$ cat config.mk
export PLATFORM = sky130hd
export DESIGN_NAME = kitchen_timer_controller
export DESIGN_NICKNAME = d
export VERILOG_FILES = /design/src/hw/rtl/ktc_pkg.sv /design/src/hw/rtl/ktc_time_add.sv /design/src/hw/rtl/ktc_next.sv /design/src/hw/rtl/kitchen_timer_controller.sv
export SDC_FILE = /design/constraint.sdc
export NUM_CORES = 1
export LEC_CHECK = 0
export BUFFER_PORTS_ARGS = -buffer_cell sky130_fd_sc_hd__buf_2
export CAP_MARGIN = 20
export CORE_UTILIZATION = 55
export DETAILED_ROUTE_END_ITERATION = 8
export GPL_TIMING_DRIVEN = 0
export PLACE_DENSITY = 0.76
export SETUP_SLACK_MARGIN = 0.1
export SLEW_MARGIN = 20
export SYNTH_ARGS = -nofsm -noshare
export SYNTH_HDL_FRONTEND = slang
export SYNTH_SLANG_ARGS = --single-unit
$ cat constraint.sdc
create_clock -name clk -period 14.75 [get_ports clk]
set_input_delay 0.7375 -clock clk [delete_from_list [all_inputs] [get_ports clk]]
set_output_delay 0.7375 -clock clk [all_outputs]
set_load 0.02 [all_outputs]
$ cat src/hw/rtl/ktc_pkg.sv
// ----------------------------------------------------------------------------
// ktc_pkg
// Shared types and constants for the kitchen timer controller.
// ----------------------------------------------------------------------------
package ktc_pkg;

  // highest minutes value shown, time saturates at this value and 59 s
  localparam logic [6:0] MINUTE_LIMIT = 7'd99;

  localparam logic [5:0] SECONDS_MAX = 6'd59;

  typedef enum logic [2:0] {
    MODE_NONE    = 3'd0,
    MODE_SET     = 3'd1,
    MODE_STOPPED = 3'd2,
    MODE_UP      = 3'd3,
    MODE_DOWN    = 3'd4,
    MODE_ALARM   = 3'd5
  } mode_t;

  // button codes
  localparam logic [2:0] BTN_START_STOP = 3'd0;
  localparam logic [2:0] BTN_RESET      = 3'd1;
  localparam logic [2:0] BTN_ADD_1S     = 3'd2;
  localparam logic [2:0] BTN_ADD_10S    = 3'd3;
  localparam logic [2:0] BTN_ADD_1M     = 3'd4;
  localparam logic [2:0] BTN_ADD_10M    = 3'd5;
  localparam logic [2:0] BTN_PRESET_ONE = 3'd6;
  localparam logic [2:0] BTN_PRESET_TWO = 3'd7;

  // action codes
  localparam logic ACT_TICK  = 1'b0;
  localparam logic ACT_PRESS = 1'b1;

  // configuration register indexes
  localparam logic CFG_PRESET_ONE = 1'b0;
  localparam logic CFG_PRESET_TWO = 1'b1;

  typedef struct packed {
    mode_t      mode;
    mode_t      saved;
    logic [6:0] minutes;
    logic [5:0] seconds;
  } timer_state_t;

endpackage

$ cat src/hw/rtl/ktc_time_add.sv
// ----------------------------------------------------------------------------
// ktc_time_add
// Adds minutes and seconds to a time value, carries seconds into minutes and
// saturates at the minute limit with 59 seconds.
// ----------------------------------------------------------------------------
module ktc_time_add
  import ktc_pkg::*;
(
  input  logic [6:0] minutes,
  input  logic [5:0] seconds,
  input  logic [6:0] add_minutes,
  input  logic [5:0] add_seconds,
  output logic [6:0] sum_minutes,
  output logic [5:0] sum_seconds
);

  logic [6:0] sec_sum;
  logic       carry;
  logic [6:0] sec_wrap;
  logic [7:0] min_sum;
  logic       saturate;

  // seconds stay below 60 and an add is at most 10 s, so one carry at most
  assign sec_sum  = {1'b0, seconds} + {1'b0, add_seconds};
  assign carry    = (sec_sum >= 7'd60);
  assign sec_wrap = carry ? (sec_sum - 7'd60) : sec_sum;
  assign min_sum  = {1'b0, minutes} + {1'b0, add_minutes} + {7'd0, carry};
  assign saturate = (min_sum > {1'b0, MINUTE_LIMIT});

  assign sum_minutes = saturate ? MINUTE_LIMIT : min_sum[6:0];
  assign sum_seconds = saturate ? SECONDS_MAX : sec_wrap[5:0];

endmodule

$ cat src/hw/rtl/ktc_next.sv
// ----------------------------------------------------------------------------
// ktc_next
// Next-state logic of the timer: applies one tick or one button press to the
// current mode and time.
// ----------------------------------------------------------------------------
module ktc_next
  import ktc_pkg::*;
(
  input  timer_state_t cur,
  input  logic         action,
  input  logic [2:0]   button,
  input  logic [6:0]   preset_one,
  input  logic [6:0]   preset_two,
  output timer_state_t nxt
);

  logic [6:0]   add_minutes;
  logic [5:0]   add_seconds;
  logic [6:0]   sum_minutes;
  logic [5:0]   sum_seconds;
  logic [6:0]   preset_sel;
  logic [6:0]   preset_sat;
  logic         editable;
  timer_state_t upd;

  ktc_time_add u_add (
    .minutes     (cur.minutes),
    .seconds     (cur.seconds),
    .add_minutes (add_minutes),
    .add_seconds (add_seconds),
    .sum_minutes (sum_minutes),
    .sum_seconds (sum_seconds)
  );

  assign editable   = (cur.mode inside {MODE_NONE, MODE_SET});
  assign preset_sel = (button == BTN_PRESET_ONE) ? preset_one : preset_two;
  assign preset_sat = (preset_sel > MINUTE_LIMIT) ? MINUTE_LIMIT : preset_sel;

  // amount fed to the shared adder
  always_comb begin
    add_minutes = 7'd0;
    add_seconds = 6'd0;
    if (action == ACT_TICK) begin
      add_seconds = 6'd1;
    end else begin
      case (button)
        BTN_ADD_1S:  add_seconds = 6'd1;
        BTN_ADD_10S: add_seconds = 6'd10;
        BTN_ADD_1M:  add_minutes = 7'd1;
        BTN_ADD_10M: add_minutes = 7'd10;
        default: begin
          add_minutes = 7'd0;
          add_seconds = 6'd0;
        end
      endcase
    end
  end

  always_comb begin
    upd = cur;
    if (action == ACT_PRESS) begin
      case (button)
        BTN_START_STOP: begin
          case (cur.mode)
            MODE_NONE: upd.mode = MODE_UP;
            MODE_SET:  upd.mode = MODE_DOWN;
            MODE_UP, MODE_DOWN: begin
              upd.saved = cur.mode;
              upd.mode  = MODE_STOPPED;
            end
            MODE_STOPPED: upd.mode = cur.saved;
            default: upd.mode = cur.mode;
          endcase
        end
        BTN_RESET: begin
          upd.mode    = MODE_NONE;
          upd.minutes = 7'd0;
          upd.seconds = 6'd0;
        end
        BTN_ADD_1S, BTN_ADD_10S, BTN_ADD_1M, BTN_ADD_10M: begin
          if (editable) begin
            upd.minutes = sum_minutes;
            upd.seconds = sum_seconds;
            upd.mode    = MODE_SET;
          end
        end
        default: begin
          // presets
          if (editable) begin
            upd.minutes = preset_sat;
            upd.seconds = 6'd0;
            upd.mode    = MODE_SET;
          end
        end
      endcase
    end else begin
      if (cur.mode == MODE_UP) begin
        upd.minutes = sum_minutes;
        upd.seconds = sum_seconds;
      end else if (cur.mode == MODE_DOWN) begin
        if (cur.minutes == 7'd0 && cur.seconds == 6'd0) begin
          upd.mode = MODE_ALARM;
        end else if (cur.seconds == 6'd0) begin
          upd.minutes = cur.minutes - 7'd1;
          upd.seconds = SECONDS_MAX;
        end else begin
          upd.seconds = cur.seconds - 6'd1;
        end
      end
    end

    nxt = upd;
    // a countdown sitting at zero alarms right away
    if (upd.mode == MODE_DOWN && upd.minutes == 7'd0 && upd.seconds == 6'd0) begin
      nxt.mode = MODE_ALARM;
    end
  end

endmodule

$ cat src/hw/rtl/kitchen_timer_controller.sv
// ----------------------------------------------------------------------------
// kitchen_timer_controller
// Kitchen timer with count up, countdown, presets and alarm, driven by
// one-second ticks and button press transactions.
// ----------------------------------------------------------------------------
//  channel   direction  width  contents
//  s_axis    in         8+1    tdata: button; tuser: action
//  m_axis    out        24     tdata: minutes, seconds, mode, alarm
//  cfg       in         1+7    preset minutes, index 0 first, 1 second
//
// one transaction accepted per cycle unless the output stalls; a result passes
// the input register, then the result register (timer state updates between them)
// rst is synchronous: mode none set, time 0:00, presets 3 and 5 minutes
// a stalled output holds its result; input keeps flowing while the output
// register is free or being drained the same cycle
// ----------------------------------------------------------------------------
module kitchen_timer_controller
  import ktc_pkg::*;
(
  input  logic        clk,
  input  logic        rst,
  input  logic        s_tvalid,
  output logic        s_tready,
  input  logic [7:0]  s_tdata,   // [2:0] button, [7:3] zero
  input  logic        s_tuser,   // [0] action
  output logic        m_tvalid,
  input  logic        m_tready,
  output logic [23:0] m_tdata,   // [6:0] minutes_shown, [12:7] seconds_shown,
                                 // [15:13] mode_now, [16] alarm_on, [23:17] zero
  input  logic        cfg_wr_en,
  input  logic        cfg_index,
  input  logic [6:0]  cfg_data
);

  logic         in_valid;
  logic         in_action;
  logic [2:0]   in_button;
  logic         advance;
  logic [6:0]   preset_one;
  logic [6:0]   preset_two;
  timer_state_t state;
  timer_state_t state_next;
  logic [6:0]   out_minutes;
  logic [5:0]   out_seconds;
  mode_t        out_mode;
  logic         out_alarm;

  assign advance  = in_valid && (!m_tvalid || m_tready);
  assign s_tready = !in_valid || advance;

  ktc_next u_next (
    .cur        (state),
    .action     (in_action),
    .button     (in_button),
    .preset_one (preset_one),
    .preset_two (preset_two),
    .nxt        (state_next)
  );

  always_ff @(posedge clk) begin
    if (rst) begin
      preset_one <= 7'd3;
      preset_two <= 7'd5;
    end else if (cfg_wr_en) begin
      if (cfg_index == CFG_PRESET_ONE) begin
        preset_one <= cfg_data;
      end else begin
        preset_two <= cfg_data;
      end
    end
  end

  // input register
  always_ff @(posedge clk) begin
    if (rst) begin
      in_valid <= 1'b0;
    end else if (s_tready) begin
      in_valid <= s_tvalid;
    end
    if (s_tvalid && s_tready) begin
      in_action <= s_tuser;
      in_button <= s_tdata[2:0];
    end
  end

  // timer state
  always_ff @(posedge clk) begin
    if (rst) begin
      state.mode    <= MODE_NONE;
      state.saved   <= MODE_NONE;
      state.minutes <= 7'd0;
      state.seconds <= 6'd0;
    end else if (advance) begin
      state <= state_next;
    end
  end

  // result register
  always_ff @(posedge clk) begin
    if (rst) begin
      m_tvalid <= 1'b0;
    end else if (advance) begin
      m_tvalid <= 1'b1;
    end else if (m_tready) begin
      m_tvalid <= 1'b0;
    end
    if (advance) begin
      out_minutes <= state_next.minutes;
      out_seconds <= state_next.seconds;
      out_mode    <= state_next.mode;
      out_alarm   <= (state_next.mode == MODE_ALARM);
    end
  end

  assign m_tdata = {7'd0, out_alarm, out_mode, out_seconds, out_minutes};

  a_alarm_matches_mode: assert property (@(posedge clk) disable iff (rst)
    m_tvalid |-> (out_alarm == (out_mode == MODE_ALARM)))
    else $error("alarm flag disagrees with mode");

  a_seconds_range: assert property (@(posedge clk) disable iff (rst)
    m_tvalid |-> (out_seconds <= SECONDS_MAX && out_minutes <= MINUTE_LIMIT))
    else $error("time out of range");

  a_no_idle_countdown: assert property (@(posedge clk) disable iff (rst)
    !(state.mode == MODE_DOWN && state.minutes == 7'd0 && state.seconds == 6'd0))
    else $error("countdown held at zero without alarm");

  a_state_holds: assert property (@(posedge clk) disable iff (rst)
    !advance |=> $stable(state))
    else $error("timer state changed without a transaction");

endmodule
==> metrics.csv, run 1 <==
stage;metric;value;unit
global_route;initial antenna violation count;0;
place;hpwl dp;9410;um
detailed_routing;DRT antenna net count;0;
detailed_routing;drt initial violations;426;
timing;final worst setup slack;7.00;ns
timing;setup TNS;0;ns
logic_synthesis;YS warnings;0;
critical_path;reg2reg setup slack;7.00;ns
timing;Max Fclk;129;MHz
global_route;first-pass GRT wire length;20100;um
critical_path;reg2reg end;out_alarm$_DFFE_PP_;
floorplanning;core area;7250;um2
cts;# clock sinks;56;
floorplanning;I/O pin count;48;
timing;Tightest Pin Transition;0.944;ns
finish;Antenna Cells;0;
cts;CTS root buf;clkbuf_8;
floorplanning;Die Wd;88.5;um
floorplanning;die area;7830;um2
finish;Fillers;700;
logic_synthesis;sequential fraction of the synthesis area;32.4;%
floorplanning;Die H;88.5;um
cts;# resized after CTS;0;
place;Placer Congestion;0.957;
worst_hold_path;Hold Path Stages;2;
timing;Fin. Hold Viols;0;
cts;clock insertion delay at the later pin of the skew report;0.32;ns
timing;Slew HR;37.1;%
floorplanning;Initial Utilization;56.7;%
critical_path;Arr. time, crit path;7.82;ns
detailed_routing;Via density;6.49;
detailed_routing;Vias;4329;
timing;post-layout min period;7.75;ns
power_and_ir_drop;Tot Pwr;0.350;mW
critical_path;CP Data Required Time;14.82;ns
logic_synthesis;Avg Synthesized Cell Area;7.88;um2
finish;most common cell after layout, fill and taps aside;nand2_1;
detailed_routing;WL per Instance;19.2;um
logic_synthesis;synth top area cells;dfxtp_1 17%, edfxtp_1 15%, nand2_1 6.8%;
flow_run;Max Cap Viol;0;
logic_synthesis;Yosys top cell area share;17.0;%
finish;most frequent cells in the layout;74 x nand2_1, 49 x a21oi_1, 37 x buf_2;
cts;Num CTS Buffers;5;
global_route;GRT overflow;0;
detailed_routing;DRC Markers;0;
floorplanning;placement row count;31;
timing;RSZ-0062 raised after global routing;no;
finish;area of the multi-input gates;2500;um2
finish;cell area after layout;4510;um2
critical_path;CP max-delay cell;nor2_1;
logic_synthesis;cell taking the most area after synthesis;dfxtp_1;
logic_synthesis;Most used DFF post-synth;dfxtp_1;
critical_path;CP Launch Type;flop;
status;status;completed;
logic_synthesis;Yosys reg bits;56;
worst_hold_path;Hold Startpoint;preset_two[1]$_SDFFE_PP0P_;
critical_path;Crit Path Max Fanout;10;
logic_synthesis;asr flop ratio synth;0;%
cts;CTS clk-pin slew, worst paths;0.10;ns
global_route;GRT Total Usage;34.0;%
power_and_ir_drop;leak pwr;1.71;nW
critical_path;worst r2r src;in_action$_DFFE_PP_;
cts;worst-case clock buffer depth;2;
detailed_routing;total routed wirelength;12800;um
finish;register area;1330;um2
logic_synthesis;Cell variety after synth;73;
critical_path;crit path kind;reg2reg;
logic_synthesis;Cell Area, Synth;4110;um2
finish;fin nets;600;
logic_synthesis;number of flops mapped to enable cells by yosys;21;
global_route;vias in the first global route;3936;
critical_path;R2R depth;24;
power_and_ir_drop;PD cells;77.6;nW/um2
worst_hold_path;Worst Hold Class;reg2reg;
timing;# setup viols final;0;
timing;final hold slack;0.479;ns
place;dpl cell area;4420;um2
finish;layout cells sized above 1;12.0;%
cts;postcts setup bufs;0;
place;port buffer count;32;
critical_path;crit end category;flop;
timing;Slew Limit Fails;0;
timing;Layout Skew;0.00767;ns
critical_path;peak per-stage delay on the critical path;0.63;ns
detailed_routing;drt first pass iters;5;
timing;period utilization;52.5;%
cts;H-Tree Depth;2;
logic_synthesis;Post-Synthesis Cells;522;
cts;CTS tree;done;
critical_path;cells along the critical path;clkbuf_1 > clkbuf_1 > clkbuf_1 > o21ai_0 > ha_1 > fa_1 > buf_2 > xor2_1 > ha_1 > a21boi_1 > a2bb2oi_1 > a311oi_1 > inv_2 > fa_1 > fa_1 > a21o_1 > o32a_1 > o211a_1 > nor2_1 > o32a_1 > a2bb2oi_1 > nor4_1 > a31oi_1 > nor3_1;
global_route;largest net degree at the start of global routing;27;
power_and_ir_drop;worst vdd ir;0.0671;mV
finish;area grow syn2layout;9.64;%
place;worst slack at placement;7.20;ns
cts;CTS Hold Buffers Added;0;
worst_hold_path;Worst Hold End;preset_two[1]$_SDFFE_PP0P_;
-- cells in the mapped netlist, types with 5 or more instances --
master / instances
a211oi_1: 15
ha_1: 8
o2111ai_1: 6
nand3_1: 20
edfxtp_1: 21
mux2i_1: 6
a311oi_1: 5
o211ai_1: 7
buf_4: 9
nand2b_1: 5
a211o_1: 5
a31oi_1: 11
nand3b_1: 5
nor4_1: 6
a21oi_1: 49
o311a_1: 5
nand4_1: 6
dfxtp_1: 35
o21ai_0: 16
inv_1: 17
nor3_1: 18
clkbuf_1: 29
nor2_1: 36
nand2_1: 74
buf_2: 5
a21o_1: 6
-- sequential cells by signal (all words and copies together), names as in the netlist --
register / flops
state: 19
out_mode: 3
preset_two: 7
preset_one: 7
in_valid: 1
in_action: 1
m_tvalid: 1
out_minutes: 7
in_button: 3
out_seconds: 6
out_alarm: 1
-- power breakdown --
part	total, mW	internal (mW)	switching (mW)
combinational	0.0893	0.0295	0.0598
sequential	0.174	0.169	0.00558
clock	0.0864	0.0339	0.0525
total	0.350	0.232	0.118
-- critical path: cells and delay by family, from the launching register on --
family / cells / cell delay (ns)
AND/OR/NAND/NOR: 3 / 0.85
AO/OA/AOI/OAI: 10 / 2.66
flip-flops: 1 / 0.33
adder cells (fa/ha/maj): 5 / 1.91
XOR/XNOR: 1 / 0.15
buffers and inverters: 5 / 1.56
-- cell type report --
| class | count | area share [%] |
|---|---|---|
| buffer | 47 | 4.99 |
| clock buffer | 6 | 1.61 |
| clock inverter | 2 | 0.361 |
| inverter | 20 | 1.66 |
| multi-input combinational | 405 | 55.5 |
| sequential | 56 | 29.5 |
| tap | 99 | 2.75 |
| timing repair buffer | 32 | 3.55 |
-- worst max path at each step --
| stage | from | to | slack (ns) | cells past startpoint |
|---|---|---|---|---|
| 2_1_floorplan | in_action$_DFFE_PP_ | state[16]$_SDFFE_PP0P_ | 8.59 | 24 |
| 3_3_place_gp | in_action$_DFFE_PP_ | out_alarm$_DFFE_PP_ | 7.35 | 24 |
| 3_5_place_dp | in_action$_DFFE_PP_ | out_alarm$_DFFE_PP_ | 7.20 | 24 |
| 4_1_cts | in_action$_DFFE_PP_ | out_alarm$_DFFE_PP_ | 7.16 | 24 |
| 5_1_grt | in_action$_DFFE_PP_ | out_alarm$_DFFE_PP_ | 6.62 | 24 |
| 6_report | in_action$_DFFE_PP_ | out_alarm$_DFFE_PP_ | 7.00 | 24 |
-- per-stage QoR --
stage,utilization (%),instances
detailed placement,60.9,659
global route,62.2,667
global placement,60.9,659
finish,62.2,667
CTS,62.2,667
floorplan,-,528
-- logic make-up after synthesis --
kind of cell               after synthesis  synth area share (%)
AOI/OAI and AO/OA                      165                  27.7
xor gates and xnor gates                 7                  1.49
adders and majority gates               11                  3.89
buffers and inverters                   67                  7.27
DFF                                     56                  32.4
muxes                                    6                  1.46
other                                    1                0.0912
and+or+nand+nor                        209                  25.7
-- per-layer routing --
layer | vias to the layer above | routed length [um] | track usage (%)
li1 | 2025 | - | -
met1 | 2018 | 5180 | 43.0
met2 | 238 | 6000 | 56.2
met3 | 48 | 1160 | 6.81
met4 | 0 | 468 | 14.8
met5 | - | 0 | 0
Note: power is estimated with default switching activity, not from simulation.
==> run 2: changes to the inputs <==
==> constraint.sdc (replaced) <==
create_clock -name clk -period 7.55 [get_ports clk]
set_input_delay 0.3775 -clock clk [delete_from_list [all_inputs] [get_ports clk]]
set_output_delay 0.3775 -clock clk [all_outputs]
set_load 0.02 [all_outputs]
==> run 2 against run 1 <==
Clock skew up 0.0031 ns. Clock power rose by 93%. Non-clock buffer count unchanged. Total power rose by 95%. Global-route usage hardly changed. Core utilization grew 0.24 points. Flip-flop and latch count is the same. Largest cell class unchanged. Highest routed layer unchanged.
==> metrics.csv, run 2 (synthesized netlist as in run 1, its figures left out) <==
stage;metric;value;unit;change
status;status;completed;;
detailed_routing;total routed wirelength;12800;um;-0.11%
detailed_routing;WL per Instance;19.2;um;-0.11%
timing;Fin. Hold Viols;0;;unchanged
floorplanning;die area;7830;um2;unchanged
timing;Layout Skew;0.0107;ns;+0.00307 ns
cts;H-Tree Depth;2;;unchanged
cts;worst-case clock buffer depth;2;;unchanged
floorplanning;core area;7250;um2;unchanged
timing;final worst setup slack;0.529;ns;-6.47 ns
timing;post-layout min period;7.02;ns;-0.730 ns
floorplanning;I/O pin count;48;;unchanged
worst_hold_path;Hold Startpoint;s_tdata[2];;
cts;CTS Hold Buffers Added;0;;unchanged
detailed_routing;routed wl met2;5960;um;-0.62%
detailed_routing;Via density;6.48;;-0.16%
timing;# setup viols final;0;;unchanged
critical_path;WP buf/inv;5;;unchanged
critical_path;cells along the critical path;clkbuf_2 > clkbuf_2 > clkbuf_2 > o21ai_0 > ha_1 > fa_1 > buf_2 > xor2_1 > ha_1 > a21boi_1 > a2bb2oi_1 > a311oi_2 > inv_2 > fa_1 > fa_1 > or2_2 > o32a_1 > a32oi_1 > nor2_2 > o31ai_1 > or3_1 > nor3_2 > a31oi_1 > nor3_1;;
floorplanning;Die Wd;88.5;um;unchanged
critical_path;crit path kind;reg2reg;;
critical_path;Worst path top cell family by delay;compound AO/OA/AOI/OAI gates;;
worst_hold_path;Worst Hold Class;in2reg;;
cts;clock insertion delay at the later pin of the skew report;0.32;ns;about the same
critical_path;Arr. time, crit path;7.09;ns;-0.73 ns
detailed_routing;DR top layer;met4;;
floorplanning;Initial Utilization;56.7;%;unchanged
cts;CTS clk-pin slew, worst paths;0.10;ns;about the same
cts;CTS root buf;clkbuf_8;;
global_route;largest net degree at the start of global routing;27;;unchanged
timing;Tightest Pin Transition;0.918;ns;-0.0256 ns
critical_path;worst r2r src;in_action$_DFFE_PP_;;
finish;Largest register FFs;19;;unchanged
power_and_ir_drop;leak pwr;1.73;nW;+0.64%
critical_path;CP max-delay cell;o31ai_1;;
cts;CTS tree;done;;
cts;Num CTS Buffers;5;;unchanged
timing;Slew Limit Fails;0;;unchanged
floorplanning;placement row count;31;;unchanged
flow_run;Max Cap Viol;0;;unchanged
finish;area grow syn2layout;10.1;%;
global_route;vias in the first global route;3931;;-0.13%
critical_path;CP Launch Type;flop;;
timing;final hold slack;0.221;ns;-0.258 ns
finish;layout cells sized above 1;13.0;%;+1.1 points
global_route;first-pass GRT wire length;20100;um;about the same
timing;Max Fclk;142;MHz;+10%
floorplanning;Die H;88.5;um;unchanged
global_route;initial antenna violation count;0;;unchanged
detailed_routing;DRC Markers;0;;unchanged
critical_path;CP Data Required Time;7.62;ns;-7.20 ns
global_route;GRT overflow;0;;unchanged
critical_path;crit end category;flop;;
place;worst slack at placement;0.00245;ns;-7.20 ns
detailed_routing;Vias;4322;;-0.16%
detailed_routing;M1 WL;5260;um;+1.5%
power_and_ir_drop;worst vdd ir;0.129;mV;+92%
detailed_routing;DR WL met3;1120;um;-4.1%
place;port buffer count;32;;unchanged
finish;most common cell after layout, fill and taps aside;nand2_1;;
finish;fin nets;600;;unchanged
detailed_routing;drt first pass iters;5;;unchanged
finish;Biggest register;state;;
critical_path;Critical path origin;in_action$_DFFE_PP_;;
global_route;GRT Total Usage;33.9;%;about the same
critical_path;peak per-stage delay on the critical path;0.58;ns;-0.05 ns
place;Placer Congestion;0.957;;unchanged
critical_path;Crit Path Max Fanout;10;;unchanged
power_and_ir_drop;PD cells;151;nW/um2;+94%
detailed_routing;DRT antenna net count;0;;unchanged
finish;most frequent cells in the layout;74 x nand2_1, 49 x a21oi_1, 37 x buf_2;;
timing;period utilization;93.0;%;+40 points
timing;RSZ-0062 raised after global routing;no;;
timing;setup TNS;0;ns;unchanged
cts;# clock sinks;56;;unchanged
finish;Fillers;702;;+0.29%
detailed_routing;drt initial violations;406;;-4.7%
place;hpwl dp;9410;um;unchanged
finish;Antenna Cells;0;;unchanged
timing;Slew HR;38.8;%;+1.7 points
[run 2: area by class of cell]
type                       instances  area, um2  area share (%)
clock buffer                       6       72.6            1.60
multi-input combinational        405       2520            55.6
clock inverter                     2       16.3           0.359
inverter                          20       75.1            1.66
sequential                        56       1330            29.4
buffer                            47        229            5.06
timing repair buffer              32        160            3.54
tap                               99        124            2.74
[run 2: repair_timing]
action                                  in CTS  in global routing
buffers inserted                             0                  0
gates resized for setup                      2                  7
endpoints found under the setup margin       3                  3
[run 2: per-layer routing]
metal	vias to the layer above	track usage (%)
met1	2005	43.0
met3	43	6.81
met2	238	56.2
li1	2036	-
met4	0	14.8
met5	-	0
[run 2: report_power, final]
| group | total (mW) | internal, mW | switching [mW] |
|---|---|---|---|
| Clock | 0.167 | 0.0662 | 0.100 |
| Sequential | 0.341 | 0.330 | 0.0110 |
| Combinational | 0.175 | 0.0580 | 0.117 |
| Total | 0.682 | 0.454 | 0.229 |
[run 2: path summary, 6_finish.rpt]
| kind | endpoint | slack, ns | cells after the start |
|---|---|---|---|
| min reg2reg | state[13]$_SDFFE_PP0P_ | 0.48 | 2 |
| min | in_button[2]$_DFFE_PP_ | 0.22 | 1 |
| max reg2reg | out_alarm$_DFFE_PP_ | 0.53 | 24 |
| max | out_alarm$_DFFE_PP_ | 0.53 | 24 |
[run 2: stage by stage]
stage | area, um2 | power, mW | util (%) | cells
finish | 4530 | 0.682 | 62.4 | 667
global route | 4530 | 0.708 | 62.4 | 667
CTS | 4520 | 0.677 | 62.3 | 667
detailed placement | 4420 | 0.515 | 60.9 | 659
global placement | 4420 | 0.513 | 60.9 | 659
floorplan | 4140 | 0.465 | - | 528
